### config.mk
export PLATFORM = sky130hd
export DESIGN_NAME = murmur3_byte_stream_hash
export DESIGN_NICKNAME = d
export VERILOG_FILES = /design/src/hdl/mm3h_pkg.sv /design/src/hdl/murmur3_byte_stream_hash.sv /design/src/hdl/mm3h_ctrl.sv /design/src/hdl/mm3h_dp.sv
export SDC_FILE = /design/constraint.sdc
export NUM_CORES = 2
export LEC_CHECK = 0
export BUFFER_PORTS_ARGS = -buffer_cell sky130_fd_sc_hd__buf_2
export CAP_MARGIN = 20
export CORE_ASPECT_RATIO = 1.25
export CORE_MARGIN = 2
export CORE_UTILIZATION = 35
export CTS_CLUSTER_DIAMETER = 40
export CTS_CLUSTER_SIZE = 25
export DETAILED_ROUTE_END_ITERATION = 12
export PLACE_DENSITY = 0.53
export SETUP_SLACK_MARGIN = 0.4
export SLEW_MARGIN = 20
export SYNTH_ARGS = -nofsm -noshare
export SYNTH_HDL_FRONTEND = slang
export SYNTH_SLANG_ARGS = --single-unit
export TNS_END_PERCENT = 30
### constraint.sdc
create_clock -name clk -period 9.35 [get_ports clk]
set_input_delay 0.935 -clock clk [delete_from_list [all_inputs] [get_ports clk]]
set_output_delay 0.935 -clock clk [all_outputs]
set_load 0.02 [all_outputs]
### src/hdl/mm3h_pkg.sv
`timescale 1ns / 1ps
// ----------------------------------------------------------------------------
// mm3h_pkg
// Shared types, constants and helper functions of the byte stream hash.
// ----------------------------------------------------------------------------
package mm3h_pkg;

    localparam logic [31:0] SEED_RESET = 32'h9747_b28c;
    localparam logic [31:0] SCR_MUL_A  = 32'hcc9e_2d51;
    localparam logic [31:0] SCR_MUL_B  = 32'h1b87_3593;
    localparam logic [31:0] MIX_ADD    = 32'he654_6b64;
    localparam logic [31:0] FIN_MUL_A  = 32'h85eb_ca6b;
    localparam logic [31:0] FIN_MUL_B  = 32'hc2b2_ae35;

    typedef enum logic [2:0] {
        MUL_SCR_A,
        MUL_TAIL_A,
        MUL_SCR_B,
        MUL_FIN_A,
        MUL_FIN_B
    } mul_op_t;

    typedef struct packed {
        logic    load;
        logic    mul_en;
        mul_op_t mul_op;
        logic    mix;
        logic    rearm;
        logic    put;
    } dp_cmd_t;

    typedef struct packed {
        logic phase_full;
        logic out_free;
    } dp_status_t;

    function automatic logic [31:0] rotl15(input logic [31:0] v);
        return {v[16:0], v[31:17]};
    endfunction

    function automatic logic [31:0] rotl13(input logic [31:0] v);
        return {v[18:0], v[31:19]};
    endfunction

endpackage

### src/hdl/murmur3_byte_stream_hash.sv
`timescale 1ns / 1ps
// ----------------------------------------------------------------------------
// murmur3_byte_stream_hash
// 32-bit MurmurHash3 (x86 variant) over a key streamed one byte per word.
//
// Channel   Direction  Handshake              Contents
// key       in         key_valid / key_stall  key_byte, byte_valid, end_of_key
// hash      out        hash_valid / hash_stall hash_value
// cfg       in         cfg_valid / cfg_ready  seed
//
// The first three bytes of each group of four are packed into a register; the
// fourth takes two passes through the shared multiplier and a mix. The end of
// a key adds tail scramble and avalanche, which use the same multiplier four
// times, then the result is loaded into the output register.
// Reset loads the default seed; a held output word only delays the next hash.
// ----------------------------------------------------------------------------
module murmur3_byte_stream_hash
(
    input  logic        clk,
    input  logic        rst_n,
    input  logic        key_valid,
    output logic        key_stall,
    input  logic [7:0]  key_byte,
    input  logic        byte_valid,
    input  logic        end_of_key,
    output logic        hash_valid,
    input  logic        hash_stall,
    output logic [31:0] hash_value,
    input  logic        cfg_valid,
    output logic        cfg_ready,
    input  logic [31:0] seed
);
    import mm3h_pkg::*;

    dp_cmd_t    cmd;
    dp_status_t status;

    assign cfg_ready = 1'b1;

    mm3h_ctrl u_ctrl
    (
        .clk        (clk),
        .rst_n      (rst_n),
        .key_valid  (key_valid),
        .key_stall  (key_stall),
        .byte_valid (byte_valid),
        .end_of_key (end_of_key),
        .status     (status),
        .cmd        (cmd)
    );

    mm3h_dp u_dp
    (
        .clk        (clk),
        .rst_n      (rst_n),
        .cmd        (cmd),
        .status     (status),
        .key_byte   (key_byte),
        .byte_valid (byte_valid),
        .cfg_valid  (cfg_valid),
        .cfg_ready  (cfg_ready),
        .seed       (seed),
        .hash_valid (hash_valid),
        .hash_stall (hash_stall),
        .hash_value (hash_value)
    );

endmodule

### src/hdl/mm3h_ctrl.sv
`timescale 1ns / 1ps
// ----------------------------------------------------------------------------
// mm3h_ctrl
// Sequencer that steps the shared multiplier through word scramble, mix,
// tail scramble, final avalanche and result hand-off.
// ----------------------------------------------------------------------------
module mm3h_ctrl
(
    input  logic                 clk,
    input  logic                 rst_n,
    input  logic                 key_valid,
    output logic                 key_stall,
    input  logic                 byte_valid,
    input  logic                 end_of_key,
    input  mm3h_pkg::dp_status_t status,
    output mm3h_pkg::dp_cmd_t    cmd
);
    import mm3h_pkg::*;

    localparam logic [3:0] S_IDLE   = 4'd0;
    localparam logic [3:0] S_SCR_A  = 4'd1;
    localparam logic [3:0] S_SCR_B  = 4'd2;
    localparam logic [3:0] S_MIX    = 4'd3;
    localparam logic [3:0] S_TAIL_A = 4'd4;
    localparam logic [3:0] S_TAIL_B = 4'd5;
    localparam logic [3:0] S_FIN_A  = 4'd6;
    localparam logic [3:0] S_FIN_B  = 4'd7;
    localparam logic [3:0] S_PUT    = 4'd8;

    logic [3:0] state_reg;
    logic [3:0] state_next;
    logic       end_reg;
    logic       end_next;
    logic       accept;

    assign key_stall = (state_reg != S_IDLE);
    assign accept    = key_valid && !key_stall;

    always_comb
    begin
        state_next  = state_reg;
        end_next    = end_reg;
        cmd         = '0;
        cmd.mul_op  = MUL_SCR_A;
        unique case (state_reg)
            S_IDLE:
            begin
                if (accept)
                begin
                    cmd.load = 1'b1;
                    end_next = end_of_key;
                    if (byte_valid && status.phase_full)
                    begin
                        state_next = S_SCR_A;
                    end
                    else if (end_of_key)
                    begin
                        state_next = S_TAIL_A;
                    end
                end
            end
            S_SCR_A:
            begin
                cmd.mul_en = 1'b1;
                cmd.mul_op = MUL_SCR_A;
                state_next = S_SCR_B;
            end
            S_SCR_B:
            begin
                cmd.mul_en = 1'b1;
                cmd.mul_op = MUL_SCR_B;
                state_next = S_MIX;
            end
            S_MIX:
            begin
                cmd.mix    = 1'b1;
                state_next = end_reg ? S_TAIL_A : S_IDLE;
            end
            S_TAIL_A:
            begin
                cmd.mul_en = 1'b1;
                cmd.mul_op = MUL_TAIL_A;
                state_next = S_TAIL_B;
            end
            S_TAIL_B:
            begin
                cmd.mul_en = 1'b1;
                cmd.mul_op = MUL_SCR_B;
                state_next = S_FIN_A;
            end
            S_FIN_A:
            begin
                cmd.mul_en = 1'b1;
                cmd.mul_op = MUL_FIN_A;
                state_next = S_FIN_B;
            end
            S_FIN_B:
            begin
                cmd.mul_en = 1'b1;
                cmd.mul_op = MUL_FIN_B;
                cmd.rearm  = 1'b1;
                state_next = S_PUT;
            end
            S_PUT:
            begin
                if (status.out_free)
                begin
                    cmd.put    = 1'b1;
                    state_next = S_IDLE;
                end
            end
            default:
            begin
                state_next = S_IDLE;
            end
        endcase
    end

    always_ff @(posedge clk or negedge rst_n)
    begin
        if (!rst_n)
        begin
            state_reg <= S_IDLE;
            end_reg   <= 1'b0;
        end
        else
        begin
            state_reg <= state_next;
            end_reg   <= end_next;
        end
    end

endmodule

### src/hdl/mm3h_dp.sv
`timescale 1ns / 1ps
// ----------------------------------------------------------------------------
// mm3h_dp
// Hash datapath: byte packing, one shared 32x32 multiplier, mix step,
// seed register and the output word register.
// ----------------------------------------------------------------------------
module mm3h_dp
(
    input  logic                 clk,
    input  logic                 rst_n,
    input  mm3h_pkg::dp_cmd_t    cmd,
    output mm3h_pkg::dp_status_t status,
    input  logic [7:0]           key_byte,
    input  logic                 byte_valid,
    input  logic                 cfg_valid,
    input  logic                 cfg_ready,
    input  logic [31:0]          seed,
    output logic                 hash_valid,
    input  logic                 hash_stall,
    output logic [31:0]          hash_value
);
    import mm3h_pkg::*;

    logic [31:0] seed_reg;
    logic [31:0] hash_reg;
    logic [31:0] hash_next;
    logic [23:0] pending_reg;
    logic [23:0] pending_next;
    logic [1:0]  phase_reg;
    logic [1:0]  phase_next;
    logic [31:0] len_reg;
    logic [31:0] len_next;
    logic        open_reg;
    logic        open_next;
    logic [31:0] acc_reg;
    logic [31:0] acc_next;
    logic        out_valid_reg;
    logic        out_valid_next;
    logic [31:0] out_value_reg;
    logic [31:0] out_value_next;

    logic [31:0] mul_x;
    logic [31:0] mul_k;
    logic [31:0] product;
    logic [31:0] fin_pre;
    logic [31:0] mix_rot;
    logic        cfg_write;

    assign cfg_write = cfg_valid && cfg_ready;

    assign status.phase_full = (phase_reg == 2'd3);
    assign status.out_free   = !out_valid_reg || !hash_stall;

    assign fin_pre = hash_reg ^ acc_reg ^ len_reg;
    assign mix_rot = rotl13(hash_reg ^ acc_reg);

    always_comb
    begin
        mul_x = acc_reg;
        mul_k = SCR_MUL_A;
        case (cmd.mul_op)
            MUL_SCR_A:
            begin
                mul_x = acc_reg;
                mul_k = SCR_MUL_A;
            end
            MUL_TAIL_A:
            begin
                mul_x = {8'd0, pending_reg};
                mul_k = SCR_MUL_A;
            end
            MUL_SCR_B:
            begin
                mul_x = rotl15(acc_reg);
                mul_k = SCR_MUL_B;
            end
            MUL_FIN_A:
            begin
                mul_x = fin_pre ^ {16'd0, fin_pre[31:16]};
                mul_k = FIN_MUL_A;
            end
            MUL_FIN_B:
            begin
                mul_x = acc_reg ^ {13'd0, acc_reg[31:13]};
                mul_k = FIN_MUL_B;
            end
            default:
            begin
                mul_x = acc_reg;
                mul_k = SCR_MUL_A;
            end
        endcase
    end

    assign product = mul_x * mul_k;

    always_comb
    begin
        hash_next      = hash_reg;
        pending_next   = pending_reg;
        phase_next     = phase_reg;
        len_next       = len_reg;
        open_next      = open_reg;
        acc_next       = acc_reg;
        out_value_next = out_value_reg;
        out_valid_next = out_valid_reg && hash_stall;

        if (cmd.load && byte_valid)
        begin
            open_next = 1'b1;
            len_next  = len_reg + 32'd1;
            if (phase_reg != 2'd3)
            begin
                pending_next[{phase_reg, 3'b000} +: 8] = key_byte;
                phase_next = phase_reg + 2'd1;
            end
            else
            begin
                acc_next     = {key_byte, pending_reg};
                pending_next = '0;
                phase_next   = '0;
            end
        end

        if (cmd.mul_en)
        begin
            acc_next = product;
        end

        if (cmd.mix)
        begin
            hash_next = mix_rot + {mix_rot[29:0], 2'b00} + MIX_ADD;
        end

        if (cmd.rearm)
        begin
            hash_next    = seed_reg;
            pending_next = '0;
            phase_next   = '0;
            len_next     = '0;
            open_next    = 1'b0;
        end

        if (cfg_write && !open_reg)
        begin
            hash_next = seed;
        end

        if (cmd.put)
        begin
            out_value_next = acc_reg ^ {16'd0, acc_reg[31:16]};
            out_valid_next = 1'b1;
        end
    end

    always_ff @(posedge clk or negedge rst_n)
    begin
        if (!rst_n)
        begin
            seed_reg      <= SEED_RESET;
            hash_reg      <= SEED_RESET;
            pending_reg   <= '0;
            phase_reg     <= '0;
            len_reg       <= '0;
            open_reg      <= 1'b0;
            out_valid_reg <= 1'b0;
        end
        else
        begin
            if (cfg_write)
            begin
                seed_reg <= seed;
            end
            hash_reg      <= hash_next;
            pending_reg   <= pending_next;
            phase_reg     <= phase_next;
            len_reg       <= len_next;
            open_reg      <= open_next;
            out_valid_reg <= out_valid_next;
        end
    end

    always_ff @(posedge clk)
    begin
        acc_reg       <= acc_next;
        out_value_reg <= out_value_next;
    end

    assign hash_valid = out_valid_reg;
    assign hash_value = out_value_reg;

endmodule
==> flow_summary.yaml <==
timing:
  finalSetupViolations: 0
  timing.setup.tns_ns: 0
  fin_crit_sh: 0.942
  slew_headroom: 0.284
  finalMaxSlewViolations: 0
  worstMarginPinSlew_ns: 1.07
  max_freq_ghz: 0.114
  fin_crit_ns: 8.81
  fin_ws_ns: 0.544
  hold_slack_ns: 0.449
  skew_ns: 0.0198
  rsz0062_at_grt: "yes"
  finalHoldViolations: 0
floorplanning:
  rows: 112
  io_pins: 82
  fp.dieArea_sq_mm: 0.0778
  die_y_um: 311
  dieWidth_um: 250
  core_sq_mm: 0.0748
  start_util: 0.354
cts:
  clock_latency_ns: 0.48
  cts_root_buffer: "clkbuf_16"
  htreeDepth: 4
  path_clk_slew_ns: 0.07
  clkSinkCount: 193
  hold_buffers: 0
  cts_tree: "built"
  cts_buffers: 17
  clockBufferDepth: 2
finish:
  fill_cells: 7538
  nets: 3639
  final_cell_mix: "inv_1, fa_1, nand2_1"
  final_design_area_no_fill_sq_mm: 0.0303
  drive_gt1_frac: 0.176
  syn_to_final_growth_pct: 14.6
  final_common_cell: "inv_1"
  antenna_cells: 0
grt:
  grt_max_degree: 68
  first_global_vias: 22900
  grtUsageTotal: 0.297
  grt_overflow: 0
  grt_first_pass_wirelength_um: 162000
  antenna_found_initial: 0
worst_setup_path:
  path_max_fanout: 4
  r2r_setup_slack_ns: 0.54
  required_ns: 9.55
  crit_path_end_kind: "flop"
  reg2reg_depth: 28
  crit-reg2reg-launch: "u_dp.hash_reg[24]$_DFFE_PN1P_"
  cp.arrival_ns: 9.00
  crit_path_frequent_cell: "fa_1"
  crit_path_start_kind: "flop"
  worstSetupPathType: "reg2reg"
  cpMaxStageDelayCell: "fa_1"
  reg2reg_to: "u_dp.acc_reg[31]$_DFFE_PP_"
  cpPeakStageDelay_ns: 0.66
routing:
  drc_errors: 0
  via_count: 21000
  drt_wl_total_um: 114000
  postRouteAntennaNets: 0
  first_pass_iters: 6
  detail_route.wl_per_cell_um: 28.5
  drtIter0Drc: 1513
  viasPerCell: 5.27
yosys:
  postSynthAreaPerCell_sq_um: 9.52
  async_flop_share: 0.668
  yosys.area.top_type: "fa_1"
  synth-main-ff-cell: "dfrtp_1"
  synth_area_leaders: "fa_1, dfrtp_1, ha_1"
  synth_top_area_frac: 0.304
  synth.yosys.seq_area_share: 0.196
  yosys_warnings: 0
  ys_types: 86
  synth_area_sq_mm: 0.0265
  synthCells: 2780
  synth-edff-count: 64
  ys_seq_elements: 193
  synth_nets: 3418
place:
  place.gp.congestion: 1.06
  post-place-ws_ns: 0.0443
  placed_area_sq_mm: 0.0294
  io_buffers: 80
  dpl.hpwl_um: 96800
job:
  cap_violations: 0
status:
  status: "finished clean"
hold_path:
  hold_path_class: "in2async"
-- routing by layer --
metal | up-vias | part of all wire | track usage
li1 | 9130 | - | -
met1 | 10600 | 0.36 | 0.324
met2 | 858 | 0.49 | 0.512
met3 | 352 | 0.048 | 0.0403
met4 | 0 | 0.11 | 0.248
met5 | - | 0 | 0
-- metrics by stage --
stage | instances | util
global placement | 3944 | 0.392
floorplan | 2780 | -
global route | 3983 | 0.405
finish | 3983 | 0.405
detailed placement | 3944 | 0.392
CTS | 3976 | 0.401
-- synth_stat cells, drive strengths merged (4+ instances only) --
library cell,number
a211oi,13
a21o,36
a21oi,100
a221oi,12
a22o,5
a22oi,5
a31oi,10
and2,21
and3,17
and4,4
buf,41
clkbuf,68
dfrtp,97
dfstp,32
edfxtp,64
fa,402
ha,189
inv,608
mux2,39
mux2i,5
nand2,252
nand2b,11
nand3,32
nand4,10
nor2,202
nor2b,8
nor3,17
nor4,4
o211ai,11
o21a,12
o21ai,134
o21bai,15
o22ai,6
o31ai,8
or2,12
or3,8
xnor2,101
xnor3,26
xor2,95
-- how the worst max path moves through the flow --
stage | startpoint | endpoint | slack [ns] | depth (start not counted)
6_report | u_dp.hash_reg[24]$_DFFE_PN1P_ | u_dp.acc_reg[31]$_DFFE_PP_ | 0.54 | 28
5_1_grt | u_dp.hash_reg[9]$_DFFE_PN1P_ | u_dp.acc_reg[31]$_DFFE_PP_ | 0.36 | 36
4_1_cts | u_dp.acc_reg[17]$_DFFE_PP_ | u_dp.acc_reg[31]$_DFFE_PP_ | 0.40 | 32
3_5_place_dp | u_ctrl.state_reg[0]$_DFFE_PN0P_ | u_dp.acc_reg[31]$_DFFE_PP_ | 0.04 | 28
3_3_place_gp | u_ctrl.state_reg[1]$_DFFE_PN0P_ | u_dp.acc_reg[31]$_DFFE_PP_ | 0.05 | 28
2_1_floorplan | u_ctrl.state_reg[3]$_DFFE_PN0P_ | u_dp.acc_reg[31]$_DFFE_PP_ | 0.73 | 34
-- kinds of logic (layout without fill, tap and decap cells) --
kind of cell             Yosys count  in the layout  synth area share
buffers and inverters            717            951             0.104
AND/OR/NAND/NOR                  611            611             0.102
adder cells (fa/ha/maj)          591            591             0.393
AO/OA/AOI/OAI                    398            398            0.0948
XOR/XNOR                         225            225            0.0909
flip-flops                       193            193             0.196
multiplexers                      44             44            0.0185
other                              1              1          0.000142
-- final cells by class --
cell class	instances	area, sq um	area share
clock buffer	18	439	0.0145
sequential	193	5190	0.171
tap	969	1210	0.0400
inverter	608	2280	0.0752
clock inverter	14	168	0.00553
multi-input combinational	1870	18800	0.621
timing repair buffer	311	2190	0.0722
-- repair_timing --
action | in CTS | in global routing
endpoints found under the hold margin | 0 | 0
resized for setup | 16 | 65
pin swaps | 0 | 23
setup endpoints to repair | 6 | 13
buffers inserted | 0 | 7
-- critical path, delay by kind of cell (launching register included) --
kind                     cells  cell delay (ns)
flip-flops                   1             0.61
buffers and inverters        7             0.85
AND/OR/NAND/NOR              3             0.42
adder cells (fa/ha/maj)      9             4.62
AO/OA/AOI/OAI                6             1.07
XOR/XNOR                     3             0.95
Power is not shown: default switching activity piles up to over one toggle a cycle in this logic, so the estimate is an artifact.
